--- config.mk ---
export PLATFORM = sky130hd
export DESIGN_NAME = mfd_queue
export DESIGN_NICKNAME = d
export VERILOG_FILES = /design/src/max_flow_dinic_assert.svh /design/src/mfd_pkg.sv /design/src/mfd_queue.sv
export SDC_FILE = /design/constraint.sdc
export NUM_CORES = 1
export LEC_CHECK = 0
export BUFFER_PORTS_ARGS = -buffer_cell sky130_fd_sc_hd__buf_2
export CORE_MARGIN = 5
export CORE_UTILIZATION = 57
export DETAILED_ROUTE_END_ITERATION = 8
export PLACE_DENSITY = 0.79
export SYNTH_ARGS = -nofsm -noshare
export SYNTH_HDL_FRONTEND = slang
export SYNTH_SLANG_ARGS = --single-unit
--- constraint.sdc ---
create_clock -name clk -period 3.33 [get_ports clk]
set_input_delay 0.1665 -clock clk [delete_from_list [all_inputs] [get_ports clk]]
set_output_delay 0.1665 -clock clk [all_outputs]
set_load 0.1 [all_outputs]
--- src/max_flow_dinic_assert.svh ---
// ---------------------------------------------------------------------------
// max_flow_dinic assertion macros
// shared concurrent assertion forms, clocked on clk, disabled in reset
// ---------------------------------------------------------------------------
`ifndef MAX_FLOW_DINIC_ASSERT_SVH
`define MAX_FLOW_DINIC_ASSERT_SVH

// condition must never hold
`define MFD_ASSERT_NEVER(label, cond) \
	label: assert property (@(posedge clk) disable iff (!arst_n) !(cond)) \
		else $error("max_flow_dinic: assertion failed");

// antecedent implies consequent on the next cycle
`define MFD_ASSERT_NEXT(label, ante, cons) \
	label: assert property (@(posedge clk) disable iff (!arst_n) (ante) |=> (cons)) \
		else $error("max_flow_dinic: assertion failed");

`endif

--- src/mfd_pkg.sv ---
// ---------------------------------------------------------------------------
// mfd_pkg
// shared types, constants and state codes of the max flow block
// ---------------------------------------------------------------------------
`default_nettype none

package mfd_pkg;

	localparam int MAX_NODES_DEF = 64;
	localparam int MAX_EDGES_DEF = 256;
	localparam int QUEUE_DEPTH   = 4;
	localparam int PADDR_W       = 4;
	localparam int CAP_W         = 32;
	localparam int FLOW_OUT_W    = 40;
	localparam int NODE_IN_W     = 6;
	localparam int COUNT_W       = 7;
	localparam int IN_DATA_W     = 48;

	typedef enum logic [1:0] {
		REG_NODE_COUNT  = 2'd0,
		REG_SOURCE_NODE = 2'd1,
		REG_SINK_NODE   = 2'd2
	} reg_idx_t;

	// one edge word as classified by the front
	typedef struct packed {
		logic [NODE_IN_W-1:0] from_node;
		logic [NODE_IN_W-1:0] to_node;
		logic [CAP_W-1:0]     capacity;
		logic                 last_edge;
		logic                 bad_node;
	} item_t;

	// terminals as seen by the engine
	typedef struct packed {
		logic [NODE_IN_W-1:0] source_node;
		logic [NODE_IN_W-1:0] sink_node;
		logic                 term_bad;
	} cfg_t;

	typedef enum logic [5:0] {
		B_IDLE, B_LINK_RD0, B_LINK_WR0, B_LINK_RD1, B_LINK_WR1, B_CHECK,
		B_LVL_CLR, B_LVL_SEED, B_BFS_POP, B_BFS_V, B_BFS_VL, B_BFS_E,
		B_BFS_EA, B_BFS_EL, B_CUR_RD, B_CUR_WR, B_DFS_START, B_DFS_V,
		B_DFS_C, B_DFS_E, B_DFS_EA, B_DFS_EL, B_DFS_PUSH, B_DFS_FAIL,
		B_DFS_RET, B_DFS_RW, B_DFS_RN, B_DFS_RT, B_AUG_RD, B_AUG_S,
		B_AUG_M, B_UPD_RD, B_UPD_S, B_UPD_F, B_UPD_G, B_DONE
	} back_state_t;

endpackage

`default_nettype wire

--- src/mfd_queue.sv ---
// ---------------------------------------------------------------------------
// mfd_queue
// short fifo of classified edge words between front and back
// ---------------------------------------------------------------------------
`default_nettype none

module mfd_queue import mfd_pkg::*; (
	input  wire logic  clk,
	input  wire logic  arst_n,
	input  wire logic  push,
	input  wire item_t push_item,
	output logic       full,
	input  wire logic  pop,
	output item_t      pop_item,
	output logic       empty
);

	localparam int AW = $clog2(QUEUE_DEPTH);
	localparam int CW = $clog2(QUEUE_DEPTH + 1);

	item_t          slot_q [QUEUE_DEPTH];
	logic [AW-1:0]  wr_ptr_q;
	logic [AW-1:0]  rd_ptr_q;
	logic [CW-1:0]  count_q;
	logic           do_push;
	logic           do_pop;

	assign full     = (count_q == CW'(QUEUE_DEPTH));
	assign empty    = (count_q == '0);
	assign do_push  = push && !full;
	assign do_pop   = pop && !empty;
	assign pop_item = slot_q[rd_ptr_q];

	always_ff @(posedge clk) begin
		if (do_push) begin
			slot_q[wr_ptr_q] <= push_item;
		end
	end

	always_ff @(posedge clk or negedge arst_n) begin
		if (!arst_n) begin
			wr_ptr_q <= '0;
			rd_ptr_q <= '0;
			count_q  <= '0;
		end else begin
			if (do_push) wr_ptr_q <= wr_ptr_q + 1'b1;
			if (do_pop)  rd_ptr_q <= rd_ptr_q + 1'b1;
			if (do_push && !do_pop) count_q <= count_q + 1'b1;
			else if (do_pop && !do_push) count_q <= count_q - 1'b1;
		end
	end

endmodule

`default_nettype wire

==> summary.txt <==
Setup crit end kind: output pin
CTS tree: yes
Clk pin slew, worst setup/hold paths: 0.06 ns
1st-iter DRT viols: 248
Yosys Warn Count: 0
Worst hold path class: input pin to flip-flop
Drt pass-1 iters: 5
Met1 Use GR: 23.5%
Worst r2r src: count_q[2]$_DFFE_PN0P_
Routed len/inst: 19.6 um
Number of vias per cell: 5.37
Outcome: finished clean
Hpwl dp: 7200 um
Initial antenna violation count: 0
I/O pins: 98
Cell Area, Placed: 0.00778 mm^2
Slew HR: 53.8%
Final setup violation count: 0
Critical path endpoint: pop_item[45]
Cts bufs inserted: 17
CP max FO: 27
Std cell rows: 40
# diodes: 0
CP arrival: 2.34 ns
Register area share after synthesis: 80.9%
CP required: 3.16 ns
CP Class: flip-flop to output pin
Total wire length: 12100 um
CP Launch Point: rd_ptr_q[0]$_DFFE_PN0P_
Syn Area/Cell: 25.5 um^2
IO Port Bufs: 97
Post-CTS repair timing setup buffer count: 0
First-pass GRT wire length: 19100 um
Layout Area Growth over Synthesis: 25.6%
Final Critical Period: 2.50 ns
Post-cts sizing count: 0
Initial Utilization: 58.4%
Worst Setup Start Kind: flip-flop
Measured slew at the worst slew-check pin: 0.693 ns
H-tree Lvls: 4
Met3 Use GR: 4.80%
Final worst path period share: 75.2%
Residual DRC count: 0
Number of routed nets with antenna violations: 0
Clk buf depth: 2
Die H: 121 um
Post-synthesis cell type count: 20
Clk_skew: 0.00569 ns
Worst-Skew Late Latency: 0.42 ns
Gr busiest metal: met2
Max-slew violation count: 0
Total gr overflow: 0
Root Buffer: clkbuf_16
Worst R2R End: count_q[2]$_DFFE_PN0P_
Total Routing Usage GR: 18.0%
Number of synthesized register bits: 191
FF-to-FF path depth: 8
Gpl congestion: 0.772
Finished Cell Area: 0.00886 mm^2
Clock Sinks: 191
Most common cell after layout, fill and taps aside: edfxtp_1
Final Hold Vio Count: 0
Vias in the first global route: 3564
Cells after synthesis: 276
Largest net degree at the start of global routing: 30
Die Area: 0.0147 mm^2
Layout Nets: 493
Setup TNS Final: 0 ns
Layout cell share with drive strength beyond 1: 41.8%
Reg2reg setup slack: 1.17 ns
Max_cap viols: 0
RSZ-0062 raised after global routing: false
Die width: 121 um
Syn Nets: 332
Fmax: 400 MHz
Mapped Area: 0.00705 mm^2
Core area: 0.0121 mm^2
Vias post-DR: 3316
GR Util met2: 29.7%
Commonest cells after routing, fill and taps aside: edfxtp_1, buf_2, dlygate4sd3_1, mux4_2, clkbuf_16
-- registers in the layout, indices dropped and copies added, names as in the netlist --
name      flops
rd_ptr_q      2
slot_q      184
wr_ptr_q      2
count_q       3
-- cell usage after synthesis --
| cell type | instances | share of area [%] |
|---|---|---|
| edfxtp_1 | 184 | 78 |
| nand3_1 | 1 | 0.071 |
| dfrtp_1 | 7 | 2.5 |
| mux4_2 | 46 | 15 |
| nor3b_2 | 1 | 0.18 |
| and2_1 | 4 | 0.35 |
| xnor2_1 | 4 | 0.50 |
| inv_1 | 4 | 0.21 |
| xor2_1 | 2 | 0.25 |
| or3_1 | 1 | 0.089 |
| fa_1 | 1 | 0.28 |
| buf_2 | 5 | 0.35 |
| ha_1 | 5 | 0.89 |
| nand2_1 | 1 | 0.053 |
| clkbuf_1 | 1 | 0.053 |
| buf_4 | 2 | 0.21 |
| mux2_2 | 2 | 0.32 |
| nor2_1 | 1 | 0.053 |
| nor2b_1 | 1 | 0.089 |
| buf_6 | 3 | 0.48 |
-- metrics by stage --
step	hold slack [ns]	setup slack, ns	std cells	utilization [%]
after floorplan	-0.129	0.246	276	-
after global placement	0.00532	1.24	539	64.5
after detailed placement	0.0117	1.15	539	64.5
after CTS	0.0129	0.770	618	73.4
after global routing	0.0351	0.668	618	73.4
final	0.0367	0.827	618	73.4
-- critical path, cell delays in order, from the launching register on --
cell and delay (ns):
dfrtp_4 0.72, buf_12 0.30, mux4_2 0.56, buf_2 0.31
-- worst min path at each step --
| stage | slack, ns | from | cells after the start | end |
|---|---|---|---|---|
| floorplan | -0.13 | arst_n | 0 | count_q[0]$_DFFE_PN0P_ |
| global placement | 0.005 | arst_n | 1 | count_q[2]$_DFFE_PN0P_ |
| detailed placement | 0.01 | arst_n | 1 | wr_ptr_q[1]$_DFFE_PN0P_ |
| CTS | 0.01 | pop | 3 | rd_ptr_q[1]$_DFFE_PN0P_ |
| global route | 0.04 | pop | 3 | rd_ptr_q[1]$_DFFE_PN0P_ |
| finish | 0.04 | pop | 3 | rd_ptr_q[1]$_DFFE_PN0P_ |
-- layer usage --
metal	share of wire [%]	vias to the layer above	wire length, um
met5	0	-	0
met4	0.98	0	119
met3	5.1	11	613
met2	53	96	6420
met1	41	1724	4940
li1	-	1485	-
-- final cells by class --
cell class	instances	area, um^2
flip-flops and latches	191	5710
fillers	700	3210
multi-input cells	70	1260
repair buffers	153	1060
clock buffers	20	437
well taps	168	210
clock inverters	12	166
inverters	4	15.0
-- what timing repair did --
action	CTS	global route
hold buffers	47	0
setup endpoints to repair	0	0
endpoints found under the hold margin	191	0
-- logic make-up (layout without fill, tap and decap cells) --
group,after synthesis,after routing,synth area share [%]
XOR/XNOR,6,6,0.745
adder cells (fa/ha/maj),6,6,1.17
buffers and inverters,15,189,1.31
flip-flops,191,191,80.9
multiplexers,48,48,15.0
AND/OR/NAND/NOR,10,10,0.887
Power is not shown: default switching activity piles up to over one toggle a cycle in this logic, so the estimate is an artifact.
