### src/max_flow_dinic_assert.svh
// ---------------------------------------------------------------------------
// max_flow_dinic assertion macros
// shared concurrent assertion forms, clocked on clk, disabled in reset
// ---------------------------------------------------------------------------
`ifndef MAX_FLOW_DINIC_ASSERT_SVH
`define MAX_FLOW_DINIC_ASSERT_SVH

// condition must never hold
`define MFD_ASSERT_NEVER(label, cond) \
	label: assert property (@(posedge clk) disable iff (!arst_n) !(cond)) \
		else $error("max_flow_dinic: assertion failed");

// antecedent implies consequent on the next cycle
`define MFD_ASSERT_NEXT(label, ante, cons) \
	label: assert property (@(posedge clk) disable iff (!arst_n) (ante) |=> (cons)) \
		else $error("max_flow_dinic: assertion failed");

`endif

### src/mfd_pkg.sv
// ---------------------------------------------------------------------------
// mfd_pkg
// shared types, constants and state codes of the max flow block
// ---------------------------------------------------------------------------
`default_nettype none

package mfd_pkg;

	localparam int MAX_NODES_DEF = 64;
	localparam int MAX_EDGES_DEF = 256;
	localparam int QUEUE_DEPTH   = 4;
	localparam int PADDR_W       = 4;
	localparam int CAP_W         = 32;
	localparam int FLOW_OUT_W    = 40;
	localparam int NODE_IN_W     = 6;
	localparam int COUNT_W       = 7;
	localparam int IN_DATA_W     = 48;

	typedef enum logic [1:0] {
		REG_NODE_COUNT  = 2'd0,
		REG_SOURCE_NODE = 2'd1,
		REG_SINK_NODE   = 2'd2
	} reg_idx_t;

	// one edge word as classified by the front
	typedef struct packed {
		logic [NODE_IN_W-1:0] from_node;
		logic [NODE_IN_W-1:0] to_node;
		logic [CAP_W-1:0]     capacity;
		logic                 last_edge;
		logic                 bad_node;
	} item_t;

	// terminals as seen by the engine
	typedef struct packed {
		logic [NODE_IN_W-1:0] source_node;
		logic [NODE_IN_W-1:0] sink_node;
		logic                 term_bad;
	} cfg_t;

	typedef enum logic [5:0] {
		B_IDLE, B_LINK_RD0, B_LINK_WR0, B_LINK_RD1, B_LINK_WR1, B_CHECK,
		B_LVL_CLR, B_LVL_SEED, B_BFS_POP, B_BFS_V, B_BFS_VL, B_BFS_E,
		B_BFS_EA, B_BFS_EL, B_CUR_RD, B_CUR_WR, B_DFS_START, B_DFS_V,
		B_DFS_C, B_DFS_E, B_DFS_EA, B_DFS_EL, B_DFS_PUSH, B_DFS_FAIL,
		B_DFS_RET, B_DFS_RW, B_DFS_RN, B_DFS_RT, B_AUG_RD, B_AUG_S,
		B_AUG_M, B_UPD_RD, B_UPD_S, B_UPD_F, B_UPD_G, B_DONE
	} back_state_t;

endpackage

`default_nettype wire

### src/mfd_front.sv
// ---------------------------------------------------------------------------
// mfd_front
// register port, edge intake and node range check
// ---------------------------------------------------------------------------
`default_nettype none

module mfd_front import mfd_pkg::*; #(
	parameter int MAX_NODES = MAX_NODES_DEF
) (
	input  wire logic                 clk,
	input  wire logic                 arst_n,
	input  wire logic                 psel,
	input  wire logic                 penable,
	input  wire logic                 pwrite,
	input  wire logic [PADDR_W-1:0]   paddr,
	input  wire logic [31:0]          pwdata,
	output logic      [31:0]          prdata,
	output logic                      pready,
	input  wire logic                 s_tvalid,
	output logic                      s_tready,
	input  wire logic [IN_DATA_W-1:0] s_tdata,
	input  wire logic                 s_tlast,
	input  wire logic                 q_full,
	output logic                      q_push,
	output item_t                     q_item,
	output cfg_t                      cfg
);

	logic [COUNT_W-1:0]   node_count_q;
	logic [NODE_IN_W-1:0] source_node_q;
	logic [NODE_IN_W-1:0] sink_node_q;
	logic [31:0]          n_eff;
	logic                 wr_en;
	logic [NODE_IN_W-1:0] from_node;
	logic [NODE_IN_W-1:0] to_node;

	assign pready = 1'b1;
	assign wr_en  = psel && penable && pwrite;

	always_ff @(posedge clk or negedge arst_n) begin
		if (!arst_n) begin
			node_count_q  <= COUNT_W'(64);
			source_node_q <= '0;
			sink_node_q   <= NODE_IN_W'(1);
		end else if (wr_en) begin
			case (paddr[3:2])
				REG_NODE_COUNT:  node_count_q  <= pwdata[COUNT_W-1:0];
				REG_SOURCE_NODE: source_node_q <= pwdata[NODE_IN_W-1:0];
				REG_SINK_NODE:   sink_node_q   <= pwdata[NODE_IN_W-1:0];
				default: ;
			endcase
		end
	end

	always_comb begin
		case (paddr[3:2])
			REG_NODE_COUNT:  prdata = 32'(node_count_q);
			REG_SOURCE_NODE: prdata = 32'(source_node_q);
			REG_SINK_NODE:   prdata = 32'(sink_node_q);
			default:         prdata = '0;
		endcase
	end

	// node count clamps at the store size
	assign n_eff = (32'(node_count_q) > 32'(MAX_NODES)) ? 32'(MAX_NODES) : 32'(node_count_q);

	assign from_node = s_tdata[5:0];
	assign to_node   = s_tdata[11:6];

	assign s_tready = !q_full;
	assign q_push   = s_tvalid && !q_full;

	always_comb begin
		q_item.from_node = from_node;
		q_item.to_node   = to_node;
		q_item.capacity  = s_tdata[43:12];
		q_item.last_edge = s_tlast;
		q_item.bad_node  = (32'(from_node) >= n_eff) || (32'(to_node) >= n_eff);
	end

	always_comb begin
		cfg.source_node = source_node_q;
		cfg.sink_node   = sink_node_q;
		cfg.term_bad    = (source_node_q == sink_node_q) || (32'(source_node_q) >= n_eff)
			|| (32'(sink_node_q) >= n_eff);
	end

endmodule

`default_nettype wire

### config.mk
export PLATFORM = sky130hd
export DESIGN_NAME = mfd_front
export DESIGN_NICKNAME = d
export VERILOG_FILES = /design/src/max_flow_dinic_assert.svh /design/src/mfd_pkg.sv /design/src/mfd_front.sv
export SDC_FILE = /design/constraint.sdc
export NUM_CORES = 1
export LEC_CHECK = 0
export BUFFER_PORTS_ARGS = -buffer_cell sky130_fd_sc_hd__buf_2
export CAP_MARGIN = 0
export CORE_ASPECT_RATIO = 0.5
export CORE_MARGIN = 4
export CORE_UTILIZATION = 31
export DETAILED_ROUTE_END_ITERATION = 16
export HOLD_SLACK_MARGIN = 0.15
export PLACE_DENSITY = 0.69
export SYNTH_ARGS = -nofsm -noshare
export SYNTH_HDL_FRONTEND = slang
export SYNTH_SLANG_ARGS = --single-unit
### constraint.sdc
create_clock -name clk -period 5.95 [get_ports clk]
set_input_delay 0.595 -clock clk [delete_from_list [all_inputs] [get_ports clk]]
set_output_delay 0.595 -clock clk [all_outputs]
set_load 0.01 [all_outputs]
==> impl_metrics.xml <==
<?xml version="1.0" encoding="UTF-8"?>
<metrics>
  <group name="routing">
    <metric name="drt_first_iter_violations" unit="">58</metric>
    <metric name="postRouteWirelength" unit="um">4960</metric>
    <metric name="ant_nets" unit="">0</metric>
    <metric name="detail_route.vias_per_cell" unit="">4.57</metric>
    <metric name="detail_route.drc_violations" unit="">0</metric>
    <metric name="dr.pass1.iters" unit="">6</metric>
    <metric name="avgRoutedWirePerCell" unit="um">15.6</metric>
    <metric name="vias" unit="">1452</metric>
  </group>
  <group name="place">
    <metric name="gp_congestion" unit="">0.797</metric>
    <metric name="detailedPlacementHpwl" unit="um">4320</metric>
    <metric name="numPortBuffers" unit="">62</metric>
  </group>
  <group name="synth">
    <metric name="synth_xor_area_share" unit="%">2.56</metric>
    <metric name="synth_sequential_area_ratio" unit="%">23.3</metric>
    <metric name="average_cell_area_after_synthesis" unit="um^2">9.54</metric>
    <metric name="synth_enable_flop_cells" unit="">0</metric>
    <metric name="mappedNetlistArea" unit="um^2">2050</metric>
    <metric name="yosys-top-cells-area" unit="">buf_4 (26%), dfrtp_1 (21%), ha_1 (15%)</metric>
    <metric name="yosys.area_share.simple" unit="%">11.1</metric>
    <metric name="most_used_flip_flop_cell_after_synthesis" unit="">dfrtp_1</metric>
    <metric name="post-synth-top-area-fraction" unit="%">26.3</metric>
    <metric name="yosysMostFrequentCell" unit="">buf_4</metric>
    <metric name="syn_inst" unit="">215</metric>
    <metric name="post_synth_fa_ha_maj_area_fraction" unit="%">14.6</metric>
    <metric name="synthMuxAreaShare" unit="%">12.3</metric>
    <metric name="synthDistinctLibCells" unit="">32</metric>
    <metric name="post_synthesis_compound_gate_area_fraction" unit="%">7.26</metric>
    <metric name="async_flop_share" unit="%">100</metric>
    <metric name="synth.largest_area_cell" unit="">buf_4</metric>
    <metric name="synthTopCellsByCount" unit="">buf_4 (72), ha_1 (24), dfrtp_1 (17), mux2_2 (17), nand2_1 (11)</metric>
    <metric name="yosys_register_bits" unit="">19</metric>
    <metric name="yosysWarnings" unit="">0</metric>
    <metric name="largest_family_of_logic_cells_by_synthesized_area" unit="">buffers and inverters</metric>
  </group>
  <group name="timing">
    <metric name="fmax" unit="MHz">339</metric>
    <metric name="max-slew-margin-rel" unit="%">60.8</metric>
    <metric name="finalSetupViolations" unit="">0</metric>
    <metric name="timing_worst_slew_pin_value" unit="ns">0.586</metric>
    <metric name="period_utilisation_layout" unit="%">49.6</metric>
    <metric name="drv_slew" unit="">0</metric>
    <metric name="hold_viol" unit="">0</metric>
    <metric name="timing.clock.skew" unit="ns">0</metric>
    <metric name="finalSetupTns" unit="ns">0</metric>
    <metric name="timing.final.crit_period" unit="ns">2.95</metric>
    <metric name="grt_setup_unrepaired" unit="">false</metric>
  </group>
  <group name="floorplan">
    <metric name="floorplan.initialDensity" unit="%">32.9</metric>
    <metric name="design.die.area" unit="um^2">8060</metric>
    <metric name="pin_count" unit="">186</metric>
    <metric name="std_cell_rows" unit="">20</metric>
    <metric name="fp.dieW" unit="um">123</metric>
    <metric name="die_h" unit="um">65.5</metric>
    <metric name="core-area" unit="um^2">6230</metric>
  </group>
  <group name="finish">
    <metric name="flow.area_growth_from_synthesis" unit="%">1.10</metric>
    <metric name="antennaDiodeCount" unit="">0</metric>
    <metric name="post_route_cells_drive_above_1_share" unit="%">37.8</metric>
    <metric name="num-nets-final" unit="">347</metric>
  </group>
  <group name="grt">
    <metric name="grt_max_degree" unit="">20</metric>
    <metric name="wire_length_of_the_first_global_routing_pass" unit="um">7510</metric>
    <metric name="groute.usage.overall" unit="%">11.8</metric>
    <metric name="grt_antenna_before_repair" unit="">0</metric>
    <metric name="global_route.overflow_total" unit="">0</metric>
    <metric name="first_global_vias" unit="">1474</metric>
  </group>
  <group name="critical_path">
    <metric name="critical_path.reg2reg.startpoint" unit="">node_count_q[6]</metric>
    <metric name="cp_top_family" unit="">compound AO/OA/AOI/OAI gates</metric>
    <metric name="crit_slowest_cell" unit="">dfstp_2</metric>
    <metric name="crit_path_cell_trace" unit="">nand2b_1 -&gt; ha_1 -&gt; a21oi_1 -&gt; nor2b_1 -&gt; a2111oi_0 -&gt; o221ai_1 -&gt; buf_2</metric>
    <metric name="worstPathArrival" unit="ns">2.36</metric>
    <metric name="worst_path_largest_cell_delay" unit="ns">0.64</metric>
    <metric name="critPathCaptureType" unit="">output port</metric>
    <metric name="crit_path_max_fanout" unit="">14</metric>
    <metric name="crit_buf_inv" unit="">1</metric>
    <metric name="crit_cells" unit="">7</metric>
    <metric name="worst-r2r-cell-count" unit="">1</metric>
    <metric name="critical_path.startpoint_type" unit="">flop</metric>
    <metric name="worst_ep_required_time" unit="ns">5.36</metric>
    <metric name="timing.setup.critical_path_class" unit="">reg -&gt; out</metric>
    <metric name="startpoint" unit="">node_count_q[6]</metric>
  </group>
  <group name="job">
    <metric name="max_cap_viol_count" unit="">0</metric>
  </group>
  <group name="power_and_ir_drop">
    <metric name="worst_ir_drop_vdd" unit="uV">109</metric>
    <metric name="power-per-cell-area" unit="nW/um^2">298</metric>
    <metric name="totalPowerFinal" unit="mW">0.618</metric>
    <metric name="p_leak" unit="nW">1.05</metric>
  </group>
  <group name="clocking">
    <metric name="ctsLongestPathBuffers" unit="">2</metric>
    <metric name="cts_tree" unit="">yes</metric>
    <metric name="cts_hold_buf" unit="">0</metric>
    <metric name="cts_inserted_buffers" unit="">3</metric>
    <metric name="cts-root-buf" unit="">clkbuf_16</metric>
    <metric name="worstSkewPairLatency" unit="ns">0.24</metric>
    <metric name="post_cts.repair.setup_buffers" unit="">0</metric>
    <metric name="clkSlewWorstSetupHoldPaths" unit="ns">0.05</metric>
    <metric name="cts.htree.levels" unit="">1</metric>
    <metric name="clock_sink_count" unit="">19</metric>
    <metric name="cts_repair_resize_count" unit="">0</metric>
  </group>
  <group name="hold_path">
    <metric name="timing.hold.worst.class" unit="">in -&gt; async</metric>
  </group>
  <group name="status">
    <metric name="status" unit="">finished clean</metric>
  </group>
</metrics>
==> registers in the layout, indices dropped and copies added (netlist names) <==
| signal | cells |
|---|---|
| source_node_q | 6 |
| node_count_q | 7 |
| sink_node_q | 6 |
==> metal layers <==
layer | global-route usage, % | share of wire [%]
met1 | 12.1 | 35
met2 | 23.3 | 53
met3 | 3.18 | 12
met4 | 3.72 | 0.71
met5 | 0 | 0
==> logic make-up (layout without fill, tap and decap cells) <==
logic type,after synthesis,in the layout
compound gates,23,23
xor+xnor,6,6
fa+ha+maj,24,24
buf+inv,80,71
flops,19,19
mux,23,23
other cells,2,26
simple gates,38,38
==> power breakdown <==
part / switching [mW] / internal (mW)
Sequential: 0.0462 / 0.162
Combinational: 0.142 / 0.134
Clock: 0.0426 / 0.0909
Total: 0.231 / 0.388
==> through the flow <==
| stage | cells | hold slack, ns | setup slack (ns) | area [um^2] | utilization, % |
|---|---|---|---|---|---|
| floorplan | 239 | 0.299 | 3.44 | 2140 | - |
| global placement | 314 | 0.516 | 3.24 | 2000 | 32.0 |
| detailed placement | 314 | 0.517 | 3.23 | 2000 | 32.0 |
| CTS | 318 | 0.281 | 2.96 | 2070 | 33.3 |
| global route | 318 | 0.302 | 2.82 | 2070 | 33.3 |
| finish | 318 | 0.277 | 3.00 | 2070 | 33.3 |
==> worst paths after layout <==
kind / to / slack [ns]
setup / recovery: q_item[0] / 3.00
hold reg to reg: node_count_q[0] / 0.54
setup reg to reg: node_count_q[6] / 5.06
max in group asynchronous: node_count_q[6] / 5.34
hold / removal: node_count_q[1] / 0.28
min in group clk: node_count_q[0] / 0.54
==> area by class of cell <==
cell class | count | area, um^2
Clock buffer | 4 | 78.8
Fill cell | 642 | 4160
Inverter | 5 | 18.8
Multi-Input combinational cell | 140 | 1080
Sequential cell | 19 | 478
Tap cell | 88 | 110
Timing Repair Buffer | 62 | 310
==> cell usage in the layout (no fill, tap or decap), types with 2 or more instances in the layout <==
| cell type | netlist | routed |
|---|---|---|
| a211oi_1 | 3 | 3 |
| a21o_1 | 3 | 3 |
| a21oi_1 | 3 | 3 |
| buf_2 | 0 | 62 |
| clkbuf_16 | 0 | 3 |
| conb_1 | 2 | 26 |
| dfrtp_1 | 17 | 17 |
| dfstp_2 | 2 | 2 |
| ha_1 | 24 | 24 |
| inv_1 | 5 | 5 |
| mux2_2 | 17 | 17 |
| mux2i_1 | 6 | 6 |
| nand2_1 | 11 | 11 |
| nand2b_1 | 8 | 8 |
| nand3_1 | 2 | 2 |
| nand4b_1 | 3 | 3 |
| nor2_1 | 2 | 2 |
| nor2b_1 | 5 | 5 |
| nor3b_2 | 2 | 2 |
| o21ai_0 | 9 | 9 |
| or3_1 | 2 | 2 |
| xnor2_1 | 2 | 2 |
| xor2_1 | 4 | 4 |
Power figures use the tool's default switching activity.
